**src/hw/rtl/plat_pkg.sv**
```systemverilog
// shared types and constants for the polyline arc length truncation block
// no dependencies
`timescale 1ns / 1ps

package plat_pkg;

	localparam int CORDIC_STEPS = 20;

	typedef enum logic [3:0] {
		ST_IDLE,
		ST_PREP,
		ST_SQ,
		ST_ROOT,
		ST_DECIDE,
		ST_MULR,
		ST_DIV,
		ST_APPLY,
		ST_EMIT
	} state_t;

	function automatic logic [31:0] atan_lut(input logic [4:0] i);
		logic [31:0] v;
		unique case (i)
			5'd0: v = 32'd536870912;
			5'd1: v = 32'd316933406;
			5'd2: v = 32'd167458907;
			5'd3: v = 32'd85004756;
			5'd4: v = 32'd42667331;
			5'd5: v = 32'd21354465;
			5'd6: v = 32'd10680862;
			5'd7: v = 32'd5340245;
			5'd8: v = 32'd2670163;
			5'd9: v = 32'd1335087;
			5'd10: v = 32'd667544;
			5'd11: v = 32'd333772;
			5'd12: v = 32'd166886;
			5'd13: v = 32'd83443;
			5'd14: v = 32'd41722;
			5'd15: v = 32'd20861;
			5'd16: v = 32'd10430;
			5'd17: v = 32'd5215;
			5'd18: v = 32'd2608;
			5'd19: v = 32'd1304;
			default: v = 32'd0;
		endcase
		return v;
	endfunction

endpackage

```
**src/hw/rtl/polyline_arc_length_truncate.sv**
```systemverilog
// polyline truncation by arc length, top level
// depends on plat_pkg
//
// channel   dir  handshake                 payload
// s_axis    in   s_axis_tvalid/tready      tdata x,y; tuser first_point; tlast end_of_path
// m_axis    out  m_axis_tvalid/tready      tdata x,y,seg,heading,total; tuser interp; tlast
// cfg       in   cfg_wr_en                 cfg_wr_data = max_length
//
// after acceptance a request passes through these steps in order:
// a difference step, 4 multiply steps, 33 square root steps (cordic runs alongside),
// a decision step and the output load; a first point goes straight to the output load
// an interpolated point adds multiply, divide and apply steps for each axis in turn on the shared divider
// s_axis_tready is high only in idle; a result waits in the output register
// reset is asynchronous and clears control state and max_length to 10.0
`timescale 1ns / 1ps

module polyline_arc_length_truncate #(
	parameter int COORD_WIDTH = 32
) (
	input  logic         clk,
	input  logic         arst_n,
	input  logic         s_axis_tvalid,
	output logic         s_axis_tready,
	input  logic [63:0]  s_axis_tdata,  // point_x, point_y
	input  logic         s_axis_tuser,  // first_point
	input  logic         s_axis_tlast,  // end_of_path
	output logic         m_axis_tvalid,
	input  logic         m_axis_tready,
	output logic [143:0] m_axis_tdata,  // kept_x, kept_y, segment_length, segment_heading,
	                                    // total_length
	output logic         m_axis_tuser,  // interpolated
	output logic         m_axis_tlast,  // last
	input  logic         cfg_wr_en,
	input  logic [31:0]  cfg_wr_data
);

	localparam int EffW = (COORD_WIDTH < 32) ? COORD_WIDTH : 32;

	plat_pkg::state_t state_q, state_d;

	logic [5:0]         cnt_q;
	logic               axis_q;
	logic [31:0]        max_q;
	logic               stopped_q;
	logic signed [33:0] prev_x_q, prev_y_q;
	logic [31:0]        acc_len_q;

	logic signed [33:0] cx_q, cy_q, dx_q, dy_q;
	logic               eop_q;
	logic [32:0]        ax_q, ay_q;
	logic [65:0]        prod_q;
	logic [65:0]        sum_q;
	logic [34:0]        rt_rem_q;
	logic [32:0]        rt_res_q;
	logic signed [36:0] cx_c_q, cy_c_q;
	logic [31:0]        z_q;
	logic [31:0]        rem_q;
	logic [32:0]        div_r_q;
	logic [65:0]        div_num_q;
	logic [33:0]        quo_q;

	logic [31:0] r_x_q, r_y_q, r_seg_q, r_tot_q;
	logic [15:0] r_head_q;
	logic        r_interp_q, r_last_q;

	logic [31:0] o_x_q, o_y_q, o_seg_q, o_tot_q;
	logic [15:0] o_head_q;
	logic        o_interp_q, o_last_q, o_valid_q;

	logic signed [33:0] in_x, in_y;
	logic               accept;
	logic               emit_go;

	// shared multiplier
	logic [32:0] mul_a;
	logic [16:0] mul_b;
	logic        mul_clr, mul_hi;
	logic [49:0] mul_p;
	logic [65:0] mul_term;

	// decision
	logic [33:0] total;
	logic        over;
	logic [31:0] rem_v;
	logic [31:0] zsum;

	// root step
	logic [36:0] rt_x, rt_trial;
	logic        rt_ge;

	// cordic step
	logic [4:0]         cd_i;
	logic signed [36:0] cd_xs, cd_ys;

	// divide step
	logic [65:0] dv_num;
	logic [32:0] dv_r;
	logic [33:0] dv_r2;
	logic        dv_ge;

	// apply
	logic signed [34:0] ap_off, ap_base, ap_pos;

	assign in_x = {{(34 - EffW){s_axis_tdata[EffW - 1]}}, s_axis_tdata[EffW - 1:0]};
	assign in_y = {{(34 - EffW){s_axis_tdata[32 + EffW - 1]}}, s_axis_tdata[32 + EffW - 1:32]};
	assign s_axis_tready = (state_q == plat_pkg::ST_IDLE);
	assign accept = s_axis_tvalid && s_axis_tready;
	assign emit_go = (state_q == plat_pkg::ST_EMIT) && (!o_valid_q || m_axis_tready);

	always_comb begin
		mul_a = ax_q;
		mul_b = ax_q[16:0];
		mul_clr = 1'b0;
		mul_hi = cnt_q[0];
		if (state_q == plat_pkg::ST_SQ) begin
			mul_a = cnt_q[1] ? ay_q : ax_q;
			mul_b = cnt_q[0] ? {1'b0, mul_a[32:17]} : mul_a[16:0];
			mul_clr = (cnt_q == 6'd0);
		end else begin
			mul_a = axis_q ? ay_q : ax_q;
			mul_b = cnt_q[0] ? {2'b0, rem_q[31:17]} : rem_q[16:0];
			mul_clr = (cnt_q == 6'd0);
		end
		mul_p = {17'b0, mul_a} * {33'b0, mul_b};
		mul_term = mul_hi ? ({16'b0, mul_p} << 17) : {16'b0, mul_p};
	end

	always_comb begin
		total = {2'b0, acc_len_q} + {1'b0, rt_res_q};
		over = total > {2'b0, max_q};
		rem_v = (acc_len_q >= max_q) ? 32'd0 : (max_q - acc_len_q);
		zsum = z_q + 32'h8000;
	end

	always_comb begin
		rt_x = {rt_rem_q, (cnt_q == 6'd0) ? prod_q[65:64] : sum_q[65:64]};
		rt_trial = {2'b0, rt_res_q, 2'b01};
		rt_ge = rt_x >= rt_trial;
		cd_i = cnt_q[4:0];
		cd_xs = cx_c_q >>> cd_i;
		cd_ys = cy_c_q >>> cd_i;
	end

	always_comb begin
		dv_num = (cnt_q == 6'd0) ? (prod_q + {34'b0, rt_res_q[32:1]}) : div_num_q;
		dv_r = (cnt_q == 6'd0) ? {1'b0, dv_num[65:34]} : div_r_q;
		dv_r2 = {dv_r, dv_num[33]};
		dv_ge = dv_r2 >= {1'b0, rt_res_q};
	end

	always_comb begin
		ap_off = $signed({1'b0, quo_q});
		if (axis_q) begin
			ap_base = {prev_y_q[33], prev_y_q};
			ap_pos = dy_q[33] ? (ap_base - ap_off) : (ap_base + ap_off);
		end else begin
			ap_base = {prev_x_q[33], prev_x_q};
			ap_pos = dx_q[33] ? (ap_base - ap_off) : (ap_base + ap_off);
		end
	end

	always_comb begin
		state_d = state_q;
		unique case (state_q)
			plat_pkg::ST_IDLE: begin
				if (accept) begin
					if (s_axis_tuser) state_d = plat_pkg::ST_EMIT;
					else if (!stopped_q) state_d = plat_pkg::ST_PREP;
				end
			end
			plat_pkg::ST_PREP: state_d = plat_pkg::ST_SQ;
			plat_pkg::ST_SQ: if (cnt_q == 6'd3) state_d = plat_pkg::ST_ROOT;
			plat_pkg::ST_ROOT: if (cnt_q == 6'd32) state_d = plat_pkg::ST_DECIDE;
			plat_pkg::ST_DECIDE: begin
				if (over && (rt_res_q != 33'd0)) state_d = plat_pkg::ST_MULR;
				else state_d = plat_pkg::ST_EMIT;
			end
			plat_pkg::ST_MULR: if (cnt_q == 6'd1) state_d = plat_pkg::ST_DIV;
			plat_pkg::ST_DIV: if (cnt_q == 6'd33) state_d = plat_pkg::ST_APPLY;
			plat_pkg::ST_APPLY: state_d = axis_q ? plat_pkg::ST_EMIT : plat_pkg::ST_MULR;
			plat_pkg::ST_EMIT: if (emit_go) state_d = plat_pkg::ST_IDLE;
			default: state_d = plat_pkg::ST_IDLE;
		endcase
	end

	always_ff @(posedge clk or negedge arst_n) begin
		if (!arst_n) begin
			state_q <= plat_pkg::ST_IDLE;
			cnt_q <= 6'd0;
			axis_q <= 1'b0;
			max_q <= 32'd655360;
			stopped_q <= 1'b0;
			prev_x_q <= '0;
			prev_y_q <= '0;
			acc_len_q <= 32'd0;
			o_valid_q <= 1'b0;
		end else begin
			state_q <= state_d;
			cnt_q <= (state_d != state_q) ? 6'd0 : cnt_q + 6'd1;
			if (cfg_wr_en) max_q <= cfg_wr_data;
			if (state_q == plat_pkg::ST_DECIDE) axis_q <= 1'b0;
			else if (state_q == plat_pkg::ST_APPLY) axis_q <= 1'b1;
			if (accept && s_axis_tuser) begin
				prev_x_q <= in_x;
				prev_y_q <= in_y;
				acc_len_q <= 32'd0;
				stopped_q <= s_axis_tlast;
			end
			if (state_q == plat_pkg::ST_DECIDE) begin
				if (over) begin
					stopped_q <= 1'b1;
				end else begin
					prev_x_q <= cx_q;
					prev_y_q <= cy_q;
					acc_len_q <= total[31:0];
					stopped_q <= (total == {2'b0, max_q}) || eop_q;
				end
			end
			if (emit_go) o_valid_q <= 1'b1;
			else if (m_axis_tready) o_valid_q <= 1'b0;
		end
	end

	always_ff @(posedge clk) begin
		if (accept) begin
			cx_q <= in_x;
			cy_q <= in_y;
			eop_q <= s_axis_tlast;
			if (s_axis_tuser) begin
				r_x_q <= in_x[31:0];
				r_y_q <= in_y[31:0];
				r_seg_q <= 32'd0;
				r_head_q <= 16'd0;
				r_tot_q <= 32'd0;
				r_interp_q <= 1'b0;
				r_last_q <= s_axis_tlast;
			end
		end
		unique case (state_q)
			plat_pkg::ST_PREP: begin
				dx_q <= cx_q - prev_x_q;
				dy_q <= cy_q - prev_y_q;
				ax_q <= (cx_q < prev_x_q) ? 33'(prev_x_q - cx_q) : 33'(cx_q - prev_x_q);
				ay_q <= (cy_q < prev_y_q) ? 33'(prev_y_q - cy_q) : 33'(cy_q - prev_y_q);
			end
			plat_pkg::ST_SQ, plat_pkg::ST_MULR: begin
				prod_q <= (mul_clr ? 66'd0 : prod_q) + mul_term;
				if (state_q == plat_pkg::ST_SQ && cnt_q == 6'd3) begin
					rt_rem_q <= '0;
					rt_res_q <= '0;
					if (dx_q < 0) begin
						cx_c_q <= -{{3{dx_q[33]}}, dx_q};
						cy_c_q <= -{{3{dy_q[33]}}, dy_q};
						z_q <= 32'h8000_0000;
					end else begin
						cx_c_q <= {{3{dx_q[33]}}, dx_q};
						cy_c_q <= {{3{dy_q[33]}}, dy_q};
						z_q <= 32'd0;
					end
				end
			end
			plat_pkg::ST_ROOT: begin
				if (cnt_q == 6'd0) sum_q <= (prod_q << 2);
				else sum_q <= sum_q << 2;
				if (rt_ge) begin
					rt_rem_q <= 35'(rt_x - rt_trial);
					rt_res_q <= {rt_res_q[31:0], 1'b1};
				end else begin
					rt_rem_q <= rt_x[34:0];
					rt_res_q <= {rt_res_q[31:0], 1'b0};
				end
				if (cnt_q < 6'(plat_pkg::CORDIC_STEPS)) begin
					if (cy_c_q > 0) begin
						cx_c_q <= cx_c_q + cd_ys;
						cy_c_q <= cy_c_q - cd_xs;
						z_q <= z_q + plat_pkg::atan_lut(cd_i);
					end else begin
						cx_c_q <= cx_c_q - cd_ys;
						cy_c_q <= cy_c_q + cd_xs;
						z_q <= z_q - plat_pkg::atan_lut(cd_i);
					end
				end
			end
			plat_pkg::ST_DECIDE: begin
				r_head_q <= (dx_q == 34'sd0 && dy_q == 34'sd0) ? 16'd0 : zsum[31:16];
				if (over) begin
					rem_q <= rem_v;
					r_x_q <= prev_x_q[31:0];
					r_y_q <= prev_y_q[31:0];
					r_seg_q <= rem_v;
					r_tot_q <= max_q;
					r_interp_q <= 1'b1;
					r_last_q <= 1'b1;
				end else begin
					r_x_q <= cx_q[31:0];
					r_y_q <= cy_q[31:0];
					r_seg_q <= rt_res_q[32] ? 32'hFFFF_FFFF : rt_res_q[31:0];
					r_tot_q <= total[31:0];
					r_interp_q <= 1'b0;
					r_last_q <= (total == {2'b0, max_q}) || eop_q;
				end
			end
			plat_pkg::ST_DIV: begin
				div_num_q <= dv_num << 1;
				div_r_q <= dv_ge ? 33'(dv_r2 - {1'b0, rt_res_q}) : dv_r2[32:0];
				quo_q <= {quo_q[32:0], dv_ge};
			end
			plat_pkg::ST_APPLY: begin
				if (axis_q) r_y_q <= ap_pos[31:0];
				else r_x_q <= ap_pos[31:0];
			end
			default: begin
			end
		endcase
		if (emit_go) begin
			o_x_q <= r_x_q;
			o_y_q <= r_y_q;
			o_seg_q <= r_seg_q;
			o_head_q <= r_head_q;
			o_tot_q <= r_tot_q;
			o_interp_q <= r_interp_q;
			o_last_q <= r_last_q;
		end
	end

	assign m_axis_tvalid = o_valid_q;
	assign m_axis_tdata = {o_tot_q, o_head_q, o_seg_q, o_y_q, o_x_q};
	assign m_axis_tuser = o_interp_q;
	assign m_axis_tlast = o_last_q;

endmodule

```
**config.mk**
```make
export PLATFORM = sky130hd
export DESIGN_NAME = polyline_arc_length_truncate
export DESIGN_NICKNAME = d
export VERILOG_FILES = /design/src/hw/rtl/plat_pkg.sv /design/src/hw/rtl/polyline_arc_length_truncate.sv
export SDC_FILE = /design/constraint.sdc
export NUM_CORES = 2
export LEC_CHECK = 0
export BUFFER_PORTS_ARGS = -buffer_cell sky130_fd_sc_hd__buf_2
export CAP_MARGIN = 20
export CORE_ASPECT_RATIO = 0.8
export CORE_UTILIZATION = 50
export CTS_BUF_LIST = sky130_fd_sc_hd__clkbuf_4 sky130_fd_sc_hd__clkbuf_8 sky130_fd_sc_hd__clkbuf_16
export DETAILED_ROUTE_END_ITERATION = 16
export PLACE_DENSITY = 0.69
export SKIP_CTS_REPAIR_TIMING = 1
export SYNTH_ARGS = -nofsm -noshare
export SYNTH_HDL_FRONTEND = slang
export SYNTH_SLANG_ARGS = --single-unit
```
**constraint.sdc**
```tcl
create_clock -name clk -period 25.6 [get_ports clk]
set_clock_uncertainty 0.05 [all_clocks]
set_input_delay 1.28 -clock clk [delete_from_list [all_inputs] [get_ports clk]]
set_output_delay 1.28 -clock clk [all_outputs]
set_load 0.01 [all_outputs]
```
==> impl_summary.log <==
[metrics] result of the run: completed
[metrics] vias in the first global route: 79.35k
[metrics] maximum count of clock buffers along a single path: 3
[metrics] fmax: 78.60 MHz
[metrics] total number of vias: 85.06k
[metrics] data required time of the worst path: 26.05 ns
[metrics] cts bufs inserted: 115
[metrics] Final Wtd Congestion: 1.001
[metrics] Top Family by Delay on Critical Path: adder cells
[metrics] Least-Margin Pin Slew: 1.184 ns
[metrics] stage delay of the slowest cell on the critical path: 0.74 ns
[metrics] initial drt markers: 11.10k
[metrics] number of nets in the synthesized netlist: 12.17k
[metrics] number of buffer and inverter stages on the critical path: 6
[metrics] post-route ant nets: 0
[metrics] path class of the lowest-slack min-delay path: reg2reg
[metrics] most frequent cell on the critical path: sky130_fd_sc_hd__fa_1
[metrics] Final #Nets: 12.13k
[metrics] full die area: 198700 um2
[metrics] tightest slew margin relative to the limit: 20.23%
[metrics] number of clock sinks: 1068
[metrics] number of unique standard cell types used by synthesis: 106
[metrics] share of post-route cells with drive strength above 1: 8.377%
[metrics] number of H-tree levels: 3
[metrics] Yosys top cell area share: 26.20%
[metrics] first-pass GRT wire length: 517200 um
[metrics] clk_lat worst skew: 0.84 ns
[metrics] layout overhead on the synthesized area: 7.899%
[metrics] commonest non-fill, non-tap cell in the layout: sky130_fd_sc_hd__nand2_1
[metrics] cell accounting for the most synthesized area: sky130_fd_sc_hd__edfxtp_1
[metrics] CP max stage cell: sky130_fd_sc_hd__mux2i_1
[metrics] Final setup violation count: 0
[metrics] total number of placement rows: 145
[metrics] Worst Setup Path Type: reg2reg
[metrics] cell types occupying the most area after synthesis: sky130_fd_sc_hd__edfxtp_1 26%, sky130_fd_sc_hd__fa_1 9.7%, sky130_fd_sc_hd__ha_1 8.8%, sky130_fd_sc_hd__nand2_1 5.1%, sky130_fd_sc_hd__a21oi_1 4.3%
[metrics] count of final hold-check violations: 0
[metrics] core footprint: 195400 um2
[metrics] share of the yosys chip area belonging to registers: 31.19%
[metrics] number of slew-limit violations in the final report: 0
[metrics] clock-pin slew on the worst setup and hold paths: 0.06 ns
[metrics] RSZ-0062 raised after global routing: false
[metrics] fraction of registers with async set or reset after synthesis: 13.58%
[metrics] count of port buffers added during placement: 250
[metrics] number of antenna violations at the first check in global routing: 26
[metrics] Via density: 6.281
[metrics] critical path endpoint category: flop
[metrics] initial cell density of the core: 50.38%
[metrics] pin count of the biggest net entering global routing: 122
[metrics] leading cell types in the layout, fill and taps excluded: 1340 x sky130_fd_sc_hd__nand2_1, 993 x sky130_fd_sc_hd__inv_1, 880 x sky130_fd_sc_hd__nor2_1
[metrics] Setup crit start kind: flop
[metrics] register bit count reported by yosys: 1068
[metrics] number of top-level pins: 251
[metrics] Post-synth EDFFs: 859
[metrics] TritonCTS clock tree: yes
[metrics] Clock Tree Root: sky130_fd_sc_hd__clkbuf_16
[metrics] final period demand of the worst path: 12.72 ns
[metrics] fillcell total: 17.53k
[metrics] gate count after technology mapping: 10.90k
[metrics] number of synthesis warnings: 0
[metrics] portion of the clock cycle consumed by the worst path in the final layout: 49.70%
[metrics] largest fanout of any net on the critical path: 54
[metrics] aggregate global routing overflow: 0
[metrics] count of unresolved DRC violations after routing: 0
[metrics] count of maximum capacitance violations: 0
[metrics] detail-routed net length per standard cell: 25.73 um
[metrics] instance area after placement: 102000 um2
[metrics] overall global routing resource usage: 34.44%
[metrics] cell area after synthesis: 98440 um2
[metrics] width of the die: 498.1 um
[metrics] Setup Total Neg Slack: 0 ns
[metrics] most used flip-flop cell after synthesis: sky130_fd_sc_hd__edfxtp_1
[metrics] vertical extent of the die: 398.9 um
[metrics] estimated wirelength of the detail-placed design: 270000 um
[metrics] post-layout instance area: 106200 um2
[metrics] Routed WL: 348500 um
[metrics] length of the first detailed-routing pass in iterations: 5
[metrics] Critical Path AT: 13.17 ns
[metrics] mean cell area of the mapped netlist: 9.032 um2
==> cell usage after synthesis, types with 32 or more instances <==
| master | n |
|---|---|
| sky130_fd_sc_hd__a211oi_1 | 119 |
| sky130_fd_sc_hd__a21o_1 | 291 |
| sky130_fd_sc_hd__a21oi_1 | 839 |
| sky130_fd_sc_hd__a311oi_1 | 37 |
| sky130_fd_sc_hd__a31oi_1 | 132 |
| sky130_fd_sc_hd__and2_1 | 213 |
| sky130_fd_sc_hd__and3_1 | 87 |
| sky130_fd_sc_hd__buf_1 | 58 |
| sky130_fd_sc_hd__clkbuf_1 | 421 |
| sky130_fd_sc_hd__dfrtp_1 | 143 |
| sky130_fd_sc_hd__dfxtp_1 | 64 |
| sky130_fd_sc_hd__edfxtp_1 | 859 |
| sky130_fd_sc_hd__fa_1 | 478 |
| sky130_fd_sc_hd__ha_1 | 694 |
| sky130_fd_sc_hd__inv_1 | 994 |
| sky130_fd_sc_hd__mux2_2 | 116 |
| sky130_fd_sc_hd__mux2i_1 | 182 |
| sky130_fd_sc_hd__mux4_2 | 95 |
| sky130_fd_sc_hd__nand2_1 | 1344 |
| sky130_fd_sc_hd__nand2b_1 | 108 |
| sky130_fd_sc_hd__nand3_1 | 141 |
| sky130_fd_sc_hd__nand4_1 | 66 |
| sky130_fd_sc_hd__nor2_1 | 889 |
| sky130_fd_sc_hd__nor2b_1 | 86 |
| sky130_fd_sc_hd__nor3_1 | 208 |
| sky130_fd_sc_hd__nor4_1 | 59 |
| sky130_fd_sc_hd__o211ai_1 | 48 |
| sky130_fd_sc_hd__o21a_1 | 101 |
| sky130_fd_sc_hd__o21ai_0 | 538 |
| sky130_fd_sc_hd__o21bai_1 | 67 |
| sky130_fd_sc_hd__o221ai_1 | 37 |
| sky130_fd_sc_hd__o31ai_1 | 93 |
| sky130_fd_sc_hd__or3_1 | 63 |
| sky130_fd_sc_hd__or4_1 | 32 |
| sky130_fd_sc_hd__xnor2_1 | 479 |
| sky130_fd_sc_hd__xor2_1 | 234 |
==> routing by layer <==
metal | vias to the layer above | global-route usage, % | wire length [um]
met2 | 4881 | 45.90 | 133500
met3 | 554 | 10.30 | 46940
met4 | 20 | 10.14 | 11520
met1 | 41449 | 52.62 | 156400
met5 | - | 0 | 127
li1 | 38155 | - | -
==> per-stage QoR <==
stage / hold WS [ns] / worst slack (ns) / cells / util, %
floorplan: 0.3503 / 13.78 / 10899 / -
global placement: 0.3512 / 13.35 / 13305 / 52.17
detailed placement: 0.3545 / 13.16 / 13306 / 52.18
CTS: 0.3026 / 13.10 / 13525 / 54.30
global route: 0.3211 / 12.24 / 13535 / 54.35
finish: 0.3132 / 12.88 / 13543 / 54.36
==> state kept, by name, summed over array words and instances, names as in the netlist, 33 cells and up <==
name / cells
div_r_q: 33
rt_rem_q: 35
rt_res_q: 33
div_num_q: 33
sum_q: 64
prev_x_q: 34
dy_q: 34
dx_q: 34
prev_y_q: 34
cx_c_q: 37
prod_q: 66
cy_c_q: 37
==> area by class of cell <==
class / instances / area, um2 / share of cell area [%]
clock buffers: 133 / 3063 / 2.884
well taps: 2572 / 3218 / 3.030
inverters: 997 / 3745 / 3.526
diodes: 13 / 32.53 / 0.03063
flip-flops and latches: 1068 / 30720 / 28.92
multi-input cells: 8313 / 62200 / 58.56
clock inverters: 86 / 1072 / 1.010
repair buffers: 361 / 2166 / 2.039
==> worst paths after layout <==
check	slack, ns	start	cells after the start	endpoint
max reg2reg	12.88	state_q[1]	38	prod_q[61]
min in group asynchronous	0.51	arst_n	1	prev_y_q[2]
min	0.31	r_seg_q[26]	0	o_seg_q[26]
max	12.88	state_q[1]	38	prod_q[61]
min reg2reg	0.31	r_seg_q[26]	0	o_seg_q[26]
max in group asynchronous	23.30	arst_n	2	acc_len_q[13]
==> kinds of logic after synthesis <==
family,after synthesis,share of synthesized area (%)
xor+xnor,713,6.344
mux,397,5.446
buf+inv,1518,5.922
fa+ha+maj,1172,18.54
compound gates,2609,16.66
flops,1068,31.19
simple gates,3422,15.89
==> worst reg2reg max path: cells and delay by family, from the launching register on <==
family | cells | cell delay, ns
flip-flops | 1 | 0.66
AO/OA/AOI/OAI | 11 | 3.29
buffers and inverters | 6 | 1.13
XOR/XNOR | 2 | 0.31
multiplexers | 3 | 1.30
AND/OR/NAND/NOR | 8 | 1.85
adder cells (fa/ha/maj) | 8 | 3.86
Power is not shown: default switching activity piles up to over one toggle a cycle in this logic, so the estimate is an artifact.
